## config.mk

```make
export PLATFORM = sky130hd
export DESIGN_NAME = fifo_queue_with_remove_by_id_unit
export DESIGN_NICKNAME = d
export VERILOG_FILES = /design/src/fqrm_pkg.sv /design/src/fifo_queue_with_remove_by_id_unit.sv /design/src/fqrm_dpath.sv /design/src/fqrm_ctrl.sv
export SDC_FILE = /design/constraint.sdc
export NUM_CORES = 1
export LEC_CHECK = 0
export BUFFER_PORTS_ARGS = -buffer_cell sky130_fd_sc_hd__buf_2
export CORE_MARGIN = 10
export CORE_UTILIZATION = 56
export CTS_CLUSTER_SIZE = 28
export DETAILED_ROUTE_END_ITERATION = 12
export PLACE_DENSITY = 0.74
export SLEW_MARGIN = 40
export SYNTH_ARGS = -nofsm -noshare
export SYNTH_HDL_FRONTEND = slang
export SYNTH_HIERARCHICAL = 1
export SYNTH_SLANG_ARGS = --single-unit
```

## constraint.sdc

```tcl
create_clock -name clk -period 5.4 [get_ports clk]
set_input_delay 1.08 -clock clk [delete_from_list [all_inputs] [get_ports clk]]
set_output_delay 1.08 -clock clk [all_outputs]
set_load 0.02 [all_outputs]
```

## src/fqrm_pkg.sv

```systemverilog
// Shared types, codes and field widths of the FIFO queue with remove by id.
package fqrm_pkg;

  localparam int QUEUE_DEPTH_DEF = 16;
  localparam int ID_BITS_DEF     = 16;

  localparam int CLIENT_ID_W   = 16;
  localparam int COUNT_FIELD_W = 5;
  localparam int IN_TDATA_W    = 16;
  localparam int IN_TUSER_W    = 2;
  localparam int OUT_TDATA_W   = 24;
  localparam int OUT_PAD_W     = OUT_TDATA_W - (1 + CLIENT_ID_W + COUNT_FIELD_W + 1);

  typedef enum logic [1:0] {
    CMD_ENQ    = 2'd0,
    CMD_DEQ    = 2'd1,
    CMD_REMOVE = 2'd2,
    CMD_FLUSH  = 2'd3
  } cmd_t;

  typedef enum logic [3:0] {
    OP_NONE,
    OP_LOAD,
    OP_ENQ,
    OP_FLUSH,
    OP_RD,
    OP_DEQ_DONE,
    OP_IDX_INC,
    OP_SH_RD,
    OP_SH_WR,
    OP_RM_DONE,
    OP_PUBLISH
  } dp_op_t;

  typedef struct packed {
    dp_op_t op;
  } dp_cmd_t;

  typedef struct packed {
    cmd_t cmd;
    logic full;
    logic empty;
    logic match;
    logic scan_last;
    logic shift_last;
  } dp_status_t;

endpackage

```

## src/fifo_queue_with_remove_by_id_unit.sv

```systemverilog
// Top level of the FIFO queue of client ids with remove by id, joining controller and datapath.
// Sequence: enqueue, flush, a failing dequeue and a remove on an empty queue pass from dispatch
// straight to the finishing state; a successful dequeue first waits for the entry read; a remove
// on a non-empty queue scans the entries and, on a hit, closes the gap before it finishes.
// One command at a time: the next item is taken only after the previous result is registered.
// The entry memory is single-port, with one access per sequencer step.
// Reset (rst_n low at a clock edge) empties the queue; entry contents stay undefined until written.
module fifo_queue_with_remove_by_id_unit import fqrm_pkg::*; #(
  parameter int QUEUE_DEPTH = QUEUE_DEPTH_DEF,
  parameter int ID_BITS     = ID_BITS_DEF
) (
  input  logic                   clk,
  input  logic                   rst_n,
  // Command channel.
  input  logic                   in_tvalid,
  output logic                   in_tready,
  input  logic [IN_TDATA_W-1:0]  in_tdata,   // [15:0] client_id
  input  logic [IN_TUSER_W-1:0]  in_tuser,   // [1:0] command
  // Result channel.
  output logic                   out_tvalid,
  input  logic                   out_tready,
  output logic [OUT_TDATA_W-1:0] out_tdata   // [0] ok, [16:1] id_out, [21:17] entry_count,
                                             // [22] is_empty, [23] zero
);

  dp_cmd_t    dp_cmd;
  dp_status_t dp_status;

  // The controller steps each command through the datapath: it latches the item, dispatches on
  // the command code, walks the entries for a remove and then loads the result register. The
  // result register frees the controller to take a new item while a result waits downstream.
  fqrm_ctrl u_ctrl (
    .clk        (clk),
    .rst_n      (rst_n),
    .in_tvalid  (in_tvalid),
    .in_tready  (in_tready),
    .out_tvalid (out_tvalid),
    .out_tready (out_tready),
    .dp_status  (dp_status),
    .dp_cmd     (dp_cmd)
  );

  // The datapath keeps the queue as a ring in memory: the head pointer moves on a dequeue, and a
  // remove copies every later entry one slot toward the head before the count drops.
  fqrm_dpath #(
    .QUEUE_DEPTH (QUEUE_DEPTH),
    .ID_BITS     (ID_BITS)
  ) u_dpath (
    .clk       (clk),
    .rst_n     (rst_n),
    .in_tdata  (in_tdata),
    .in_tuser  (in_tuser),
    .dp_cmd    (dp_cmd),
    .dp_status (dp_status),
    .out_tdata (out_tdata)
  );

endmodule

```

## src/fqrm_dpath.sv

```systemverilog
// Datapath of the queue: entry memory, head and count registers, scan index and result registers.
module fqrm_dpath import fqrm_pkg::*; #(
  parameter int QUEUE_DEPTH = QUEUE_DEPTH_DEF,
  parameter int ID_BITS     = ID_BITS_DEF
) (
  input  logic                   clk,
  input  logic                   rst_n,
  input  logic [IN_TDATA_W-1:0]  in_tdata,
  input  logic [IN_TUSER_W-1:0]  in_tuser,
  input  dp_cmd_t                dp_cmd,
  output dp_status_t             dp_status,
  output logic [OUT_TDATA_W-1:0] out_tdata
);

  localparam int AW = (QUEUE_DEPTH > 1) ? $clog2(QUEUE_DEPTH) : 1;
  localparam int CW = $clog2(QUEUE_DEPTH + 1);

  // Physical slot of a logical position: the head plus an offset, wrapped once.
  function automatic logic [AW-1:0] wrap_add(input logic [AW-1:0] base,
                                             input logic [AW-1:0] off);
    logic [AW:0] sum;
    sum = {1'b0, base} + {1'b0, off};
    if (sum >= (AW+1)'(QUEUE_DEPTH)) begin
      sum = sum - (AW+1)'(QUEUE_DEPTH);
    end
    return sum[AW-1:0];
  endfunction

  logic [ID_BITS-1:0]       store_r [QUEUE_DEPTH];
  logic [ID_BITS-1:0]       rdata_r;

  logic [AW-1:0]            head_r, head_nxt;
  logic [CW-1:0]            count_r, count_nxt;
  logic [AW-1:0]            idx_r, idx_nxt;
  cmd_t                     cmd_r, cmd_nxt;
  logic [ID_BITS-1:0]       id_r, id_nxt;
  logic                     res_ok_r, res_ok_nxt;
  logic [ID_BITS-1:0]       res_id_r, res_id_nxt;

  logic                     out_ok_r, out_ok_nxt;
  logic [CLIENT_ID_W-1:0]   out_id_r, out_id_nxt;
  logic [COUNT_FIELD_W-1:0] out_count_r, out_count_nxt;
  logic                     out_empty_r, out_empty_nxt;

  logic                     wr_en, rd_en;
  logic [AW-1:0]            wr_addr, rd_addr;
  logic [ID_BITS-1:0]       wr_data;
  logic [CW:0]              idx_p1, idx_p2;

  assign wr_en   = (dp_cmd.op == OP_ENQ) || (dp_cmd.op == OP_SH_WR);
  assign rd_en   = (dp_cmd.op == OP_RD) || (dp_cmd.op == OP_SH_RD);
  assign wr_addr = (dp_cmd.op == OP_ENQ) ? wrap_add(head_r, count_r[AW-1:0])
                                         : wrap_add(head_r, idx_r);
  assign wr_data = (dp_cmd.op == OP_ENQ) ? id_r : rdata_r;
  assign rd_addr = (dp_cmd.op == OP_SH_RD) ? wrap_add(head_r, idx_r + AW'(1))
                                           : wrap_add(head_r, idx_r);

  always_ff @(posedge clk) begin
    if (wr_en) begin
      store_r[wr_addr] <= wr_data;
    end
    if (rd_en) begin
      rdata_r <= store_r[rd_addr];
    end
  end

  always_comb begin
    head_nxt      = head_r;
    count_nxt     = count_r;
    idx_nxt       = idx_r;
    cmd_nxt       = cmd_r;
    id_nxt        = id_r;
    res_ok_nxt    = res_ok_r;
    res_id_nxt    = res_id_r;
    out_ok_nxt    = out_ok_r;
    out_id_nxt    = out_id_r;
    out_count_nxt = out_count_r;
    out_empty_nxt = out_empty_r;
    case (dp_cmd.op)
      OP_LOAD: begin
        cmd_nxt    = cmd_t'(in_tuser);
        id_nxt     = ID_BITS'(in_tdata);
        idx_nxt    = '0;
        res_ok_nxt = 1'b0;
        res_id_nxt = '0;
      end
      OP_ENQ: begin
        count_nxt  = count_r + CW'(1);
        res_ok_nxt = 1'b1;
      end
      OP_FLUSH: begin
        count_nxt  = '0;
        head_nxt   = '0;
        res_ok_nxt = 1'b1;
      end
      OP_DEQ_DONE: begin
        res_id_nxt = rdata_r;
        head_nxt   = wrap_add(head_r, AW'(1));
        count_nxt  = count_r - CW'(1);
        res_ok_nxt = 1'b1;
      end
      OP_IDX_INC, OP_SH_WR: begin
        idx_nxt = idx_r + AW'(1);
      end
      OP_RM_DONE: begin
        count_nxt  = count_r - CW'(1);
        res_ok_nxt = 1'b1;
      end
      OP_PUBLISH: begin
        out_ok_nxt    = res_ok_r;
        out_id_nxt    = CLIENT_ID_W'(res_id_r);
        out_count_nxt = COUNT_FIELD_W'(count_r);
        out_empty_nxt = (count_r == '0);
      end
      default: begin
      end
    endcase
  end

  always_ff @(posedge clk) begin
    if (!rst_n) begin
      head_r  <= '0;
      count_r <= '0;
    end else begin
      head_r  <= head_nxt;
      count_r <= count_nxt;
    end
  end

  always_ff @(posedge clk) begin
    idx_r       <= idx_nxt;
    cmd_r       <= cmd_nxt;
    id_r        <= id_nxt;
    res_ok_r    <= res_ok_nxt;
    res_id_r    <= res_id_nxt;
    out_ok_r    <= out_ok_nxt;
    out_id_r    <= out_id_nxt;
    out_count_r <= out_count_nxt;
    out_empty_r <= out_empty_nxt;
  end

  assign idx_p1 = (CW+1)'(idx_r) + (CW+1)'(1);
  assign idx_p2 = (CW+1)'(idx_r) + (CW+1)'(2);

  assign dp_status.cmd        = cmd_r;
  assign dp_status.full       = (count_r == CW'(QUEUE_DEPTH));
  assign dp_status.empty      = (count_r == '0);
  assign dp_status.match      = (rdata_r == id_r);
  assign dp_status.scan_last  = (idx_p1 == (CW+1)'(count_r));
  assign dp_status.shift_last = (idx_p2 == (CW+1)'(count_r));

  assign out_tdata = {{OUT_PAD_W{1'b0}}, out_empty_r, out_count_r, out_id_r, out_ok_r};

  a_count_bound: assert property (@(posedge clk) disable iff (!rst_n)
    count_r <= CW'(QUEUE_DEPTH))
    else $error("entry count above queue depth");

  a_enq_grows: assert property (@(posedge clk) disable iff (!rst_n)
    (dp_cmd.op == OP_ENQ) |=> (count_r == $past(count_r) + CW'(1)))
    else $error("enqueue did not grow the count by one");

  a_flush_clears: assert property (@(posedge clk) disable iff (!rst_n)
    (dp_cmd.op == OP_FLUSH) |=> (count_r == '0))
    else $error("flush left entries behind");

endmodule

```

## src/fqrm_ctrl.sv

```systemverilog
// Controller of the queue: sequences each command over the datapath and runs both handshakes.
module fqrm_ctrl import fqrm_pkg::*; (
  input  logic       clk,
  input  logic       rst_n,
  input  logic       in_tvalid,
  output logic       in_tready,
  output logic       out_tvalid,
  input  logic       out_tready,
  input  dp_status_t dp_status,
  output dp_cmd_t    dp_cmd
);

  typedef enum logic [3:0] {
    S_IDLE,
    S_DISPATCH,
    S_DEQ_WAIT,
    S_SCAN_RD,
    S_SCAN_CMP,
    S_SH_RD,
    S_SH_WR,
    S_RM_END,
    S_FIN
  } state_t;

  state_t state_r, state_nxt;
  logic   out_valid_r, out_valid_nxt;
  logic   out_free;

  assign out_free = !out_valid_r || out_tready;

  always_comb begin
    state_nxt     = state_r;
    dp_cmd.op     = OP_NONE;
    out_valid_nxt = out_valid_r && !out_tready;
    case (state_r)
      S_IDLE: begin
        if (in_tvalid) begin
          dp_cmd.op = OP_LOAD;
          state_nxt = S_DISPATCH;
        end
      end
      S_DISPATCH: begin
        case (dp_status.cmd)
          CMD_ENQ: begin
            if (!dp_status.full) begin
              dp_cmd.op = OP_ENQ;
            end
            state_nxt = S_FIN;
          end
          CMD_DEQ: begin
            if (dp_status.empty) begin
              state_nxt = S_FIN;
            end else begin
              dp_cmd.op = OP_RD;
              state_nxt = S_DEQ_WAIT;
            end
          end
          CMD_REMOVE: begin
            if (dp_status.empty) begin
              state_nxt = S_FIN;
            end else begin
              dp_cmd.op = OP_RD;
              state_nxt = S_SCAN_CMP;
            end
          end
          CMD_FLUSH: begin
            dp_cmd.op = OP_FLUSH;
            state_nxt = S_FIN;
          end
          default: begin
            state_nxt = S_FIN;
          end
        endcase
      end
      S_DEQ_WAIT: begin
        dp_cmd.op = OP_DEQ_DONE;
        state_nxt = S_FIN;
      end
      S_SCAN_RD: begin
        dp_cmd.op = OP_RD;
        state_nxt = S_SCAN_CMP;
      end
      S_SCAN_CMP: begin
        if (dp_status.match) begin
          if (dp_status.scan_last) begin
            dp_cmd.op = OP_RM_DONE;
            state_nxt = S_FIN;
          end else begin
            dp_cmd.op = OP_SH_RD;
            state_nxt = S_SH_WR;
          end
        end else if (dp_status.scan_last) begin
          state_nxt = S_FIN;
        end else begin
          dp_cmd.op = OP_IDX_INC;
          state_nxt = S_SCAN_RD;
        end
      end
      S_SH_RD: begin
        dp_cmd.op = OP_SH_RD;
        state_nxt = S_SH_WR;
      end
      S_SH_WR: begin
        dp_cmd.op = OP_SH_WR;
        state_nxt = dp_status.shift_last ? S_RM_END : S_SH_RD;
      end
      S_RM_END: begin
        dp_cmd.op = OP_RM_DONE;
        state_nxt = S_FIN;
      end
      S_FIN: begin
        if (out_free) begin
          dp_cmd.op     = OP_PUBLISH;
          out_valid_nxt = 1'b1;
          state_nxt     = S_IDLE;
        end
      end
      default: begin
        state_nxt = S_IDLE;
      end
    endcase
  end

  always_ff @(posedge clk) begin
    if (!rst_n) begin
      state_r     <= S_IDLE;
      out_valid_r <= 1'b0;
    end else begin
      state_r     <= state_nxt;
      out_valid_r <= out_valid_nxt;
    end
  end

  assign in_tready  = (state_r == S_IDLE);
  assign out_tvalid = out_valid_r;

  a_no_overwrite: assert property (@(posedge clk) disable iff (!rst_n)
    (dp_cmd.op == OP_PUBLISH) |-> (!out_valid_r || out_tready))
    else $error("result register overwritten before it was taken");

  a_valid_from_fin: assert property (@(posedge clk) disable iff (!rst_n)
    $rose(out_valid_r) |-> ($past(state_r) == S_FIN))
    else $error("result raised outside the finishing state");

endmodule
```

[Word level (Yosys, flattened, before mapping)]
Memories as Yosys holds them, arrays and structs flattened. A register that Yosys moved wholly into a read port is not among the register bits.
Cells that the tools add are included.
Widths: inputs -> output; s select.
Storage, ports and cells
  bits in read-only memories: 0
  memory bits (writable): 256
  register bits after elaboration: 76
  bits in latches: 0
  output and inout port bits: 26
  word-level logic and storage cells: 114
  memories kept: 1
Memories
  u_dpath.store_r: depth 16, width 16, rd ports 1, clocked after Yosys merged registers in 1, wr ports 1, RTL line fqrm_dpath.sv:29  | logic [ID_BITS-1:0] store_r [QUEUE_DEPTH];
Cells by class
  order comparisons: 4
  eq/ne operators: 27
  mux-type cells: 35
  $mul: 0
  reduce and logical (&&, ||, !) cells: 21
  add/subtract/negate cells: 13
  div/mod/pow operators: 0
  bitwise operators: 0
  shift operators: 0
Operator list (number)
  $mux 4: 16
  $pmux 4 s9: 1
  $eq 4x3->1 const B: 8
  $pmux 16 s2: 1
  $pmux 4 s8: 1
  $pmux 4 s3: 2
  $ge 5x5->1 const B: 4
  $eq 16x16->1: 1
  $eq 4x2->1 const B: 4
  $eq 4x4->1 const B: 4
  $mux 16: 1
  $pmux 4 s2: 2
  $sub 4x1->4 const B: 4
  $add 4x4->5: 3
  $pmux 5 s3: 1
  $eq 6x5->1: 2
  $add 4x1->5 const B: 2
  $reduce_or 2->1: 5
  $eq 4x1->1 const B: 2
  $reduce_bool 2->1: 4
  $mux 3: 2
  $add 4x2->5 const B: 1
  $add 5x1->5 const B: 1
  $eq 5x5->1 const B: 1
  other kinds (18): 27

[Longest topological paths before layout]
Gate-level depths: netlist of run 1.
  word-level depth: 9
  gate-level depth with buffers: 19
  gate-level depth less buffers: 18

[Hierarchy]
The synthesis of run 1 kept the hierarchy.
Modules (own cells, without submodules)
  fqrm_dpath: instances 1, sequential area each 10209.8 um2, cells an instance 1270, area an instance 16378.2 um2
  fqrm_ctrl: instances 1, sequential area each 100.1 um2, cells an instance 68, area an instance 499.2 um2

[Least setup slack after synthesis of run 1]
OpenSTA, ideal clock, no wires.
  path kind: register to register
  start point: register u_dpath.idx_r[1]
  end point: memory u_dpath/store_r[10][0] (netlist name), enable pin
  arrival time: 4481 ps
  required time: 4991 ps
  cell stages (with the launch flop): 15
  path buffers: 1
  setup time: 409 ps
  path slack: 510 ps
  path through: edfxtp_1 > ha_1 > a21boi_0 > nor2_1 > xor2_1 > nand3_1 > a21oi_1 > nor2b_1 > a21oi_1 > o31ai_1 > nor4b_1 > or4_1 > and4_1 > clkbuf_1 > nor3_1
RTL lines
  start: declaration: RTL line fqrm_dpath.sv:34  | logic [AW-1:0] idx_r, idx_nxt;
  start signal: assignment: RTL line fqrm_dpath.sv:131  | idx_r <= idx_nxt;
  end: declaration: RTL line fqrm_dpath.sv:29

==> impl_results.md, run 1 <==
* Area growth syn-to-layout at 11.77%
* Post-synthesis cell count at 1338
* Post-place setup slack at 0.6537 ns
* Hold Vio Cnt, Final at 0
* GPL Wtd Cong at 0.8846
* R2R setup slack at 0.54 ns
* Clock Skew at ~0.021 ns
* Hold path cells at 0
* Worst path arrival time at 5.27 ns
* Largest net degree at the start of global routing at 126
* Slew HR at 43.75%
* Fin crit share at 90.02%
* Total Nets Final at 1416
* Yosys top cell by area: edfxtp_1
* Slew @ Worst Pin at 0.8438 ns
* N_diodes at 0
* Clk pwr share at 27.6%
* Syn nets at 1383
* Post-synth cell types at 61
* Setup TNS Final at 0 ns
* # rows at 63
* Die width at between 150 and 200 um
* Total number of vias at 11240
* Total power at approximately 8.9 mW
* Die ar. at 37480 um2
* Ys async rst share at 0%
* FF-to-FF path depth at 19
* Sequential share of power at 39.8%
* Number of global-route vias before repair at 10903
* Global-route wire length before repair at slightly above 60000 um
* Hold slack at 0.4183 ns
* Tmin final at 4.861 ns
* CTS Buffer Depth at 3
* Final setup fails at 0
* PostCTS Resize Cnt at 0
* DIE HEIGHT at 193.6 um
* Clock slew at reported path FFs at ~0.06 ns
* Antenna Violating Nets Remaining at 0
* DRT Pass-1 Iters at 7
* HP Class: flop to flop
* Worst VDD drop at between 0.0002 and 0.0003 V
* Fin worst setup slack at approximately 0.54 ns
* Critical path peak fanout at 8
* Initial antenna violation count at 0
* Final Cell Area at 18860 um2
* Sw Ratio at about a third
* Sequential share of the synthesized area at about three fifths
* Worst setup EP type: flop
* Switch Pwr at 2.987 mW
* H-tree depth at 2
* Leakage Power at 6.538 nW
* Post-DP HPWL at ~25000 um
* Cell Area, Synth at 16880 um2
* CTS sink cnt at 348
* Critical path class: flop to flop
* EDFF count, synth at 334
* Root Buffer: clkbuf_16
* Grt ovf at 0
* Synth area leaders: edfxtp_1 59%, mux2i_1 4.2%, a21oi_1 4.1%, nand2_1 3.1%, a211oi_1 2.9%
* Int Power at 5.894 mW
* Starting density of the core at 56.79%
* Power Dens Cells at 470.8 nW/um2
* Wire length per cell at 22.52 um
* I/O Buffers at 46
* Status: finished clean
* Startpoint types: flop
* Area after DPL at 17630 um2
* CTS Buf Count at 38
* TritonCTS clock tree: done
* Worst Path Required at 5.81 ns
* Max Cap Viol at 0
* Skew-Pair Late Insertion Delay at around 0.53 ns
* Yosys warns at 6
* Unrepaired setup endpoints after global routing: no
* Gr usage total at 20.59%
* Main synth FF type: edfxtp_1
* Hold_buf cts at 0
* Synthesized flop and latch total at between 300 and 400
* Ratio of cells with drive above 1 in the final layout at 15.00%
* Max-slew violation count at 0
* IO Count at between 40 and 50
* Top cell type's share of synthesized area at just under 60%
* Logic pwr share at between 30% and 40%
* Fmax at 205.7 MHz
* Vias per cell at 6.279
* Initial DRC count at 992
* DR DRC count at 0
* Area of the core at between 20000 and 30000 um2
* Setup Fix Bufs, Post-CTS at 0
* Routed WL at roughly 40000 um
* Mean post-synth cell area at 12.61 um2
[worst max-delay path, stage by stage, from the launching register on]
cell,delay [ns]
edfxtp_1,0.50
ha_1,0.29
a21boi_0,0.30
nor2_1,0.13
xor2_1,0.14
nand3_1,0.08
a21oi_1,0.20
nor2b_1,0.30
nor2_1,0.08
nand2_1,0.13
o211ai_1,0.22
buf_2,0.24
nand2b_1,0.21
a21oi_1,0.56
ha_1,0.41
a21o_1,0.20
a21oi_1,0.30
mux2i_1,0.23
nand3b_1,0.10
o311a_1,0.13
[logic make-up (layout without fill, tap and decap cells)]
family | count (synthesis) | count (layout) | synth area share (%)
buf+inv | 111 | 173 | 3.247
xor+xnor | 31 | 31 | 1.609
mux | 105 | 105 | 7.599
flops | 348 | 348 | 61.09
simple gates | 391 | 391 | 12.34
fa+ha+maj | 23 | 23 | 1.883
other cells | 1 | 1 | 0.02222
compound gates | 328 | 328 | 12.22
[cell usage after synthesis (4+ instances only)]
library cell,number
buf_6,12
a221oi_1,34
edfxtp_1,334
dfxtp_1,14
a31oi_1,4
nand3_1,5
a211oi_1,66
fa_1,4
and2_1,5
a22oi_1,17
mux2i_1,70
xor2_1,7
nand3b_1,5
nor3_1,21
nand2b_1,74
and3_1,19
mux2_2,18
a21oi_1,137
buf_2,15
o21ai_0,41
nand4_1,7
a21o_1,4
nor2_1,23
xnor2_1,24
inv_1,15
clkbuf_1,59
buf_1,4
and2b_1,10
mux4_2,15
nor2b_1,61
ha_1,19
a21boi_0,4
o211ai_1,4
nand2_1,139
buf_4,6
[power groups by stage]
stage          registers [mW]  logic, mW  clock network, mW
4_1_cts                  3.53       2.84               2.48
2_1_floorplan            3.52       2.05                  0
6_report                 3.53       2.90               2.45
3_5_place_dp             3.58       2.80                  0
3_3_place_gp             3.57       2.69                  0
5_1_grt                  3.55       3.13               2.61
[final cells by class]
cell class                      count  area [um2]
Sequential cell                   348       10310
Multi-Input combinational cell    879        6183
Clock buffer                       44       994.7
Inverter                           15       56.30
Tap cell                          390       488.0
Fill cell                        2149       10850
Clock inverter                     25       186.4
Timing Repair Buffer               89       645.6
[worst paths after layout]
| path | from | end |
|---|---|---|
| setup reg to reg | u_dpath/idx_r[1]$_SDFFCE_PN0P_ | u_dpath/count_r[4]$_SDFFE_PN0P_ |
| setup / recovery | u_dpath/idx_r[1]$_SDFFCE_PN0P_ | u_dpath/count_r[4]$_SDFFE_PN0P_ |
| hold / removal | u_dpath/res_id_r[9]$_SDFFCE_PN0P_ | u_dpath/out_id_r[9]$_DFFE_PN_ |
| hold reg to reg | u_dpath/res_id_r[9]$_SDFFCE_PN0P_ | u_dpath/out_id_r[9]$_DFFE_PN_ |
[registers in the layout (all words and copies together) (netlist names)]
register / cells
u_dpath/out_count_r: 5
u_dpath/id_r: 16
u_ctrl/state_r: 4
u_dpath/store_r: 256
u_dpath/res_id_r: 16
u_dpath/idx_r: 4
u_dpath/res_ok_r: 1
u_dpath/head_r: 4
u_dpath/out_empty_r: 1
u_dpath/out_id_r: 16
u_dpath/cmd_r: 2
u_ctrl/out_tvalid: 1
u_dpath/out_ok_r: 1
u_dpath/count_r: 5
u_dpath/rdata_r: 16
[layout by cell type, fill, tap and decap left out, drive strengths merged, types with 34 or more instances in the layout]
master / Yosys / final
a221oi: 34 / 34
nand2b: 74 / 74
o21ai: 42 / 42
edfxtp: 334 / 334
buf: 37 / 89
mux2i: 70 / 70
nand2: 139 / 139
nor2b: 61 / 61
a21oi: 138 / 138
a211oi: 66 / 66
clkbuf: 59 / 44
[per-layer routing]
| metal | wire length, um | part of all wire (%) | vias to the layer above | global-route usage, % |
|---|---|---|---|---|
| met2 | 19160 | 48 | 539 | 32.61 |
| li1 | - | - | 5125 | - |
| met5 | 0 | 0 | - | 0 |
| met3 | 3683 | 9.1 | 75 | 4.582 |
| met4 | 861 | 2.1 | 0 | 6.352 |
| met1 | 16600 | 41 | 5501 | 27.80 |
[per-stage QoR]
stage / util (%) / std cells
2_1_floorplan: - / 1338
3_3_place_gp: 59.27 / 1717
3_5_place_dp: 59.33 / 1718
4_1_cts: 63.30 / 1787
5_1_grt: 63.48 / 1790
6_report: 63.48 / 1790
Power figures use the tool's default switching activity.
==> run 2: changes to the inputs <==
==> constraint.sdc (replaced) <==
create_clock -name clk -period 4.8 [get_ports clk]
set_input_delay 0.96 -clock clk [delete_from_list [all_inputs] [get_ports clk]]
set_output_delay 0.96 -clock clk [all_outputs]
set_load 0.02 [all_outputs]
==> impl_results.md, run 2 (same netlist as run 1, synthesis figures left out) <==
* Status: finished clean
* Die ar. at 37480 um2
* DR DRC count at 0
* Final setup fails at 0
* Int Power at 6.736 mW
* Antenna Violating Nets Remaining at 0
* R2R setup slack at 0.23 ns
* Clk pwr share at 27.9%
* Setup Fix Bufs, Post-CTS at 0
* Area growth syn-to-layout at 12.57%
* Routed WL at 40070 um
* Vias per cell at just over 6
* Total Nets Final at 1433
* Min-delay src: u_dpath/res_id_r[3]$_SDFFCE_PN0P_
* DRT Pass-1 Iters at 5
* Largest net degree at the start of global routing at 93
* Worst path arrival time at 4.79 ns
* Slew @ Worst Pin at 0.7641 ns
* Logic pwr share at 32.6%
* CTS sink cnt at 348
* Worst Path Required at 5.02 ns
* Gr usage total at 20.70%
* Root Buffer: clkbuf_16
* Clock slew at reported path FFs at 0.06 ns
* IO Count at 48
* Max Cap Viol at 0
* Power Dens Cells at roughly 530 nW/um2
* Grt ovf at 0
* Total power at 10.04 mW
* Starting density of the core at 56.79%
* GPL Wtd Cong at between 0.8 and 0.9
* Worst VDD drop at 0.0002771 V
* Biggest register: u_dpath/store_r
* DIE HEIGHT at slightly below 200 um
* Post-place setup slack at 0.2249 ns
* Max-slew violation count at 0
* Worst setup EP type: flop
* Sequential share of power at between 30% and 40%
* Wire length per cell at about 22 um
* Tmin final at around 4.6 ns
* N_diodes at 0
* Sw Ratio at between 30% and 40%
* Critical path class: flop to flop
* Post-DP HPWL at 25890 um
* Initial antenna violation count at 0
* Hold path cells at 0
* Initial DRC count at 1140
* WHS Endpoint: u_dpath/out_id_r[3]$_DFFE_PN_
* # rows at 63
* Switch Pwr at 3.300 mW
* Most frequent cells in the layout: 334 x edfxtp_1, 139 x nand2_1, 137 x a21oi_1
* R2r startpoint: u_dpath/idx_r[1]$_SDFFCE_PN0P_
* H-tree depth at 2
* Fillers at 2124
* Max reg flops at 256
* Clock Skew at 0.01424 ns
* Global-route wire length before repair at roughly 63000 um
* Die width at 193.6 um
* Slew HR at 49.06%
* TritonCTS clock tree: done
* Startpoint types: flop
* Critical path peak fanout at 15
* FF-to-FF path depth at 15
* Fin crit share at 95.26%
* Leakage Power at between 6 and 7 nW
* Fmax at 218.7 MHz
* Total number of vias at 11212
* Ratio of cells with drive above 1 in the final layout at 16.25%
* CTS Buffer Depth at 3
* Skew-Pair Late Insertion Delay at 0.52 ns
* Area of the core at just under 30000 um2
* Number of global-route vias before repair at about 11000
* Commonest non-fill, non-tap cell in the layout: edfxtp_1
* RR Endpoint: u_dpath/store_r[12][8]$_DFFE_PP_
* I/O Buffers at 46
* Hold Vio Cnt, Final at 0
* CTS Buf Count at 36
* Fin worst setup slack at 0.2274 ns
* HP Class: flop to flop
run 2: cell types whose count changed in the layout (fill, tap and decap cells not counted), moves of 2 or more:
cell and change:
clkinv_1 -9, buf_4 +21, buf_12 -3, clkbuf_1 +3, bufinv_16 +3, buf_6 +2, clkbuf_16 -3
run 2: layout make-up:
| type | instances | area, um2 | area share [%] |
|---|---|---|---|
| Sequential cell | 348 | 10310 | 54.27 |
| Tap cell | 390 | 488.0 | 2.568 |
| Timing Repair Buffer | 108 | 773.2 | 4.070 |
| Clock buffer | 45 | 944.7 | 4.972 |
| Clock inverter | 20 | 235.2 | 1.238 |
| Multi-Input combinational cell | 879 | 6191 | 32.59 |
| Inverter | 15 | 56.30 | 0.2964 |
run 2: timing repair:
| item | CTS | global route |
|---|---|---|
| gates resized for setup | 0 | 2 |
| endpoints found under the setup margin | 0 | 136 |
| hold buffers | 0 | 0 |
run 2: routing by layer:
metal / part of all wire [%] / global-route usage (%) / vias to the layer above
met5: 0 / 0 / -
met4: 2.0 / 5.808 / 0
met3: 7.9 / 4.478 / 59
met2: 48 / 33.81 / 431
met1: 42 / 27.35 / 5551
li1: - / - / 5171
run 2: worst max path at each step:
| stage | start | end | cells past startpoint |
|---|---|---|---|
| after floorplan | u_dpath/idx_r[1]$_SDFFCE_PN0P_ | u_dpath/store_r[10][0]$_DFFE_PP_ | 14 |
| after global placement | u_dpath/idx_r[2]$_SDFFCE_PN0P_ | u_dpath/rdata_r[12]$_DFFE_PP_ | 15 |
| after detailed placement | u_dpath/idx_r[2]$_SDFFCE_PN0P_ | u_dpath/store_r[12][13]$_DFFE_PP_ | 17 |
| after CTS | u_dpath/idx_r[2]$_SDFFCE_PN0P_ | u_dpath/store_r[12][14]$_DFFE_PP_ | 17 |
| after global routing | u_dpath/idx_r[2]$_SDFFCE_PN0P_ | u_dpath/rdata_r[1]$_DFFE_PP_ | 16 |
| final | u_dpath/idx_r[1]$_SDFFCE_PN0P_ | u_dpath/store_r[12][8]$_DFFE_PP_ | 15 |
run 2: stage by stage:
step	utilization, %	hold slack, ns	std cells	area, um2	setup TNS (ns)
3_3_place_gp	59.73	0.4003	1737	17750	0
2_1_floorplan	-	0.4003	1338	16880	-11.56
3_5_place_dp	59.83	0.4070	1739	17780	0
6_report	63.93	0.4161	1805	19000	0
5_1_grt	63.93	0.4217	1805	19000	-0.0001688
4_1_cts	63.80	0.4151	1804	18960	0
run 2: critical path, stage by stage (launching register included):
cell and delay, ns:
edfxtp_1 0.45, buf_4 0.19, ha_1 0.23, xnor2_1 0.28, nand2_1 0.09, o311ai_0 0.10, a21oi_1 0.16, nor2b_1 0.19
a21oi_1 0.18, o31ai_1 0.09, buf_4 0.20, or4b_1 0.68, a211o_1 0.34, and4_1 0.35, nor3_2 0.44, buf_4 0.29
run 2: power groups by stage:
stage               Clock (mW)  Sequential [mW]  Combinational, mW
global placement             0             4.01               3.08
finish                    2.80             3.97               3.27
CTS                       2.84             3.97               3.21
global route              2.97             3.99               3.56
detailed placement           0             4.03               3.19
floorplan                    0             3.96               2.31
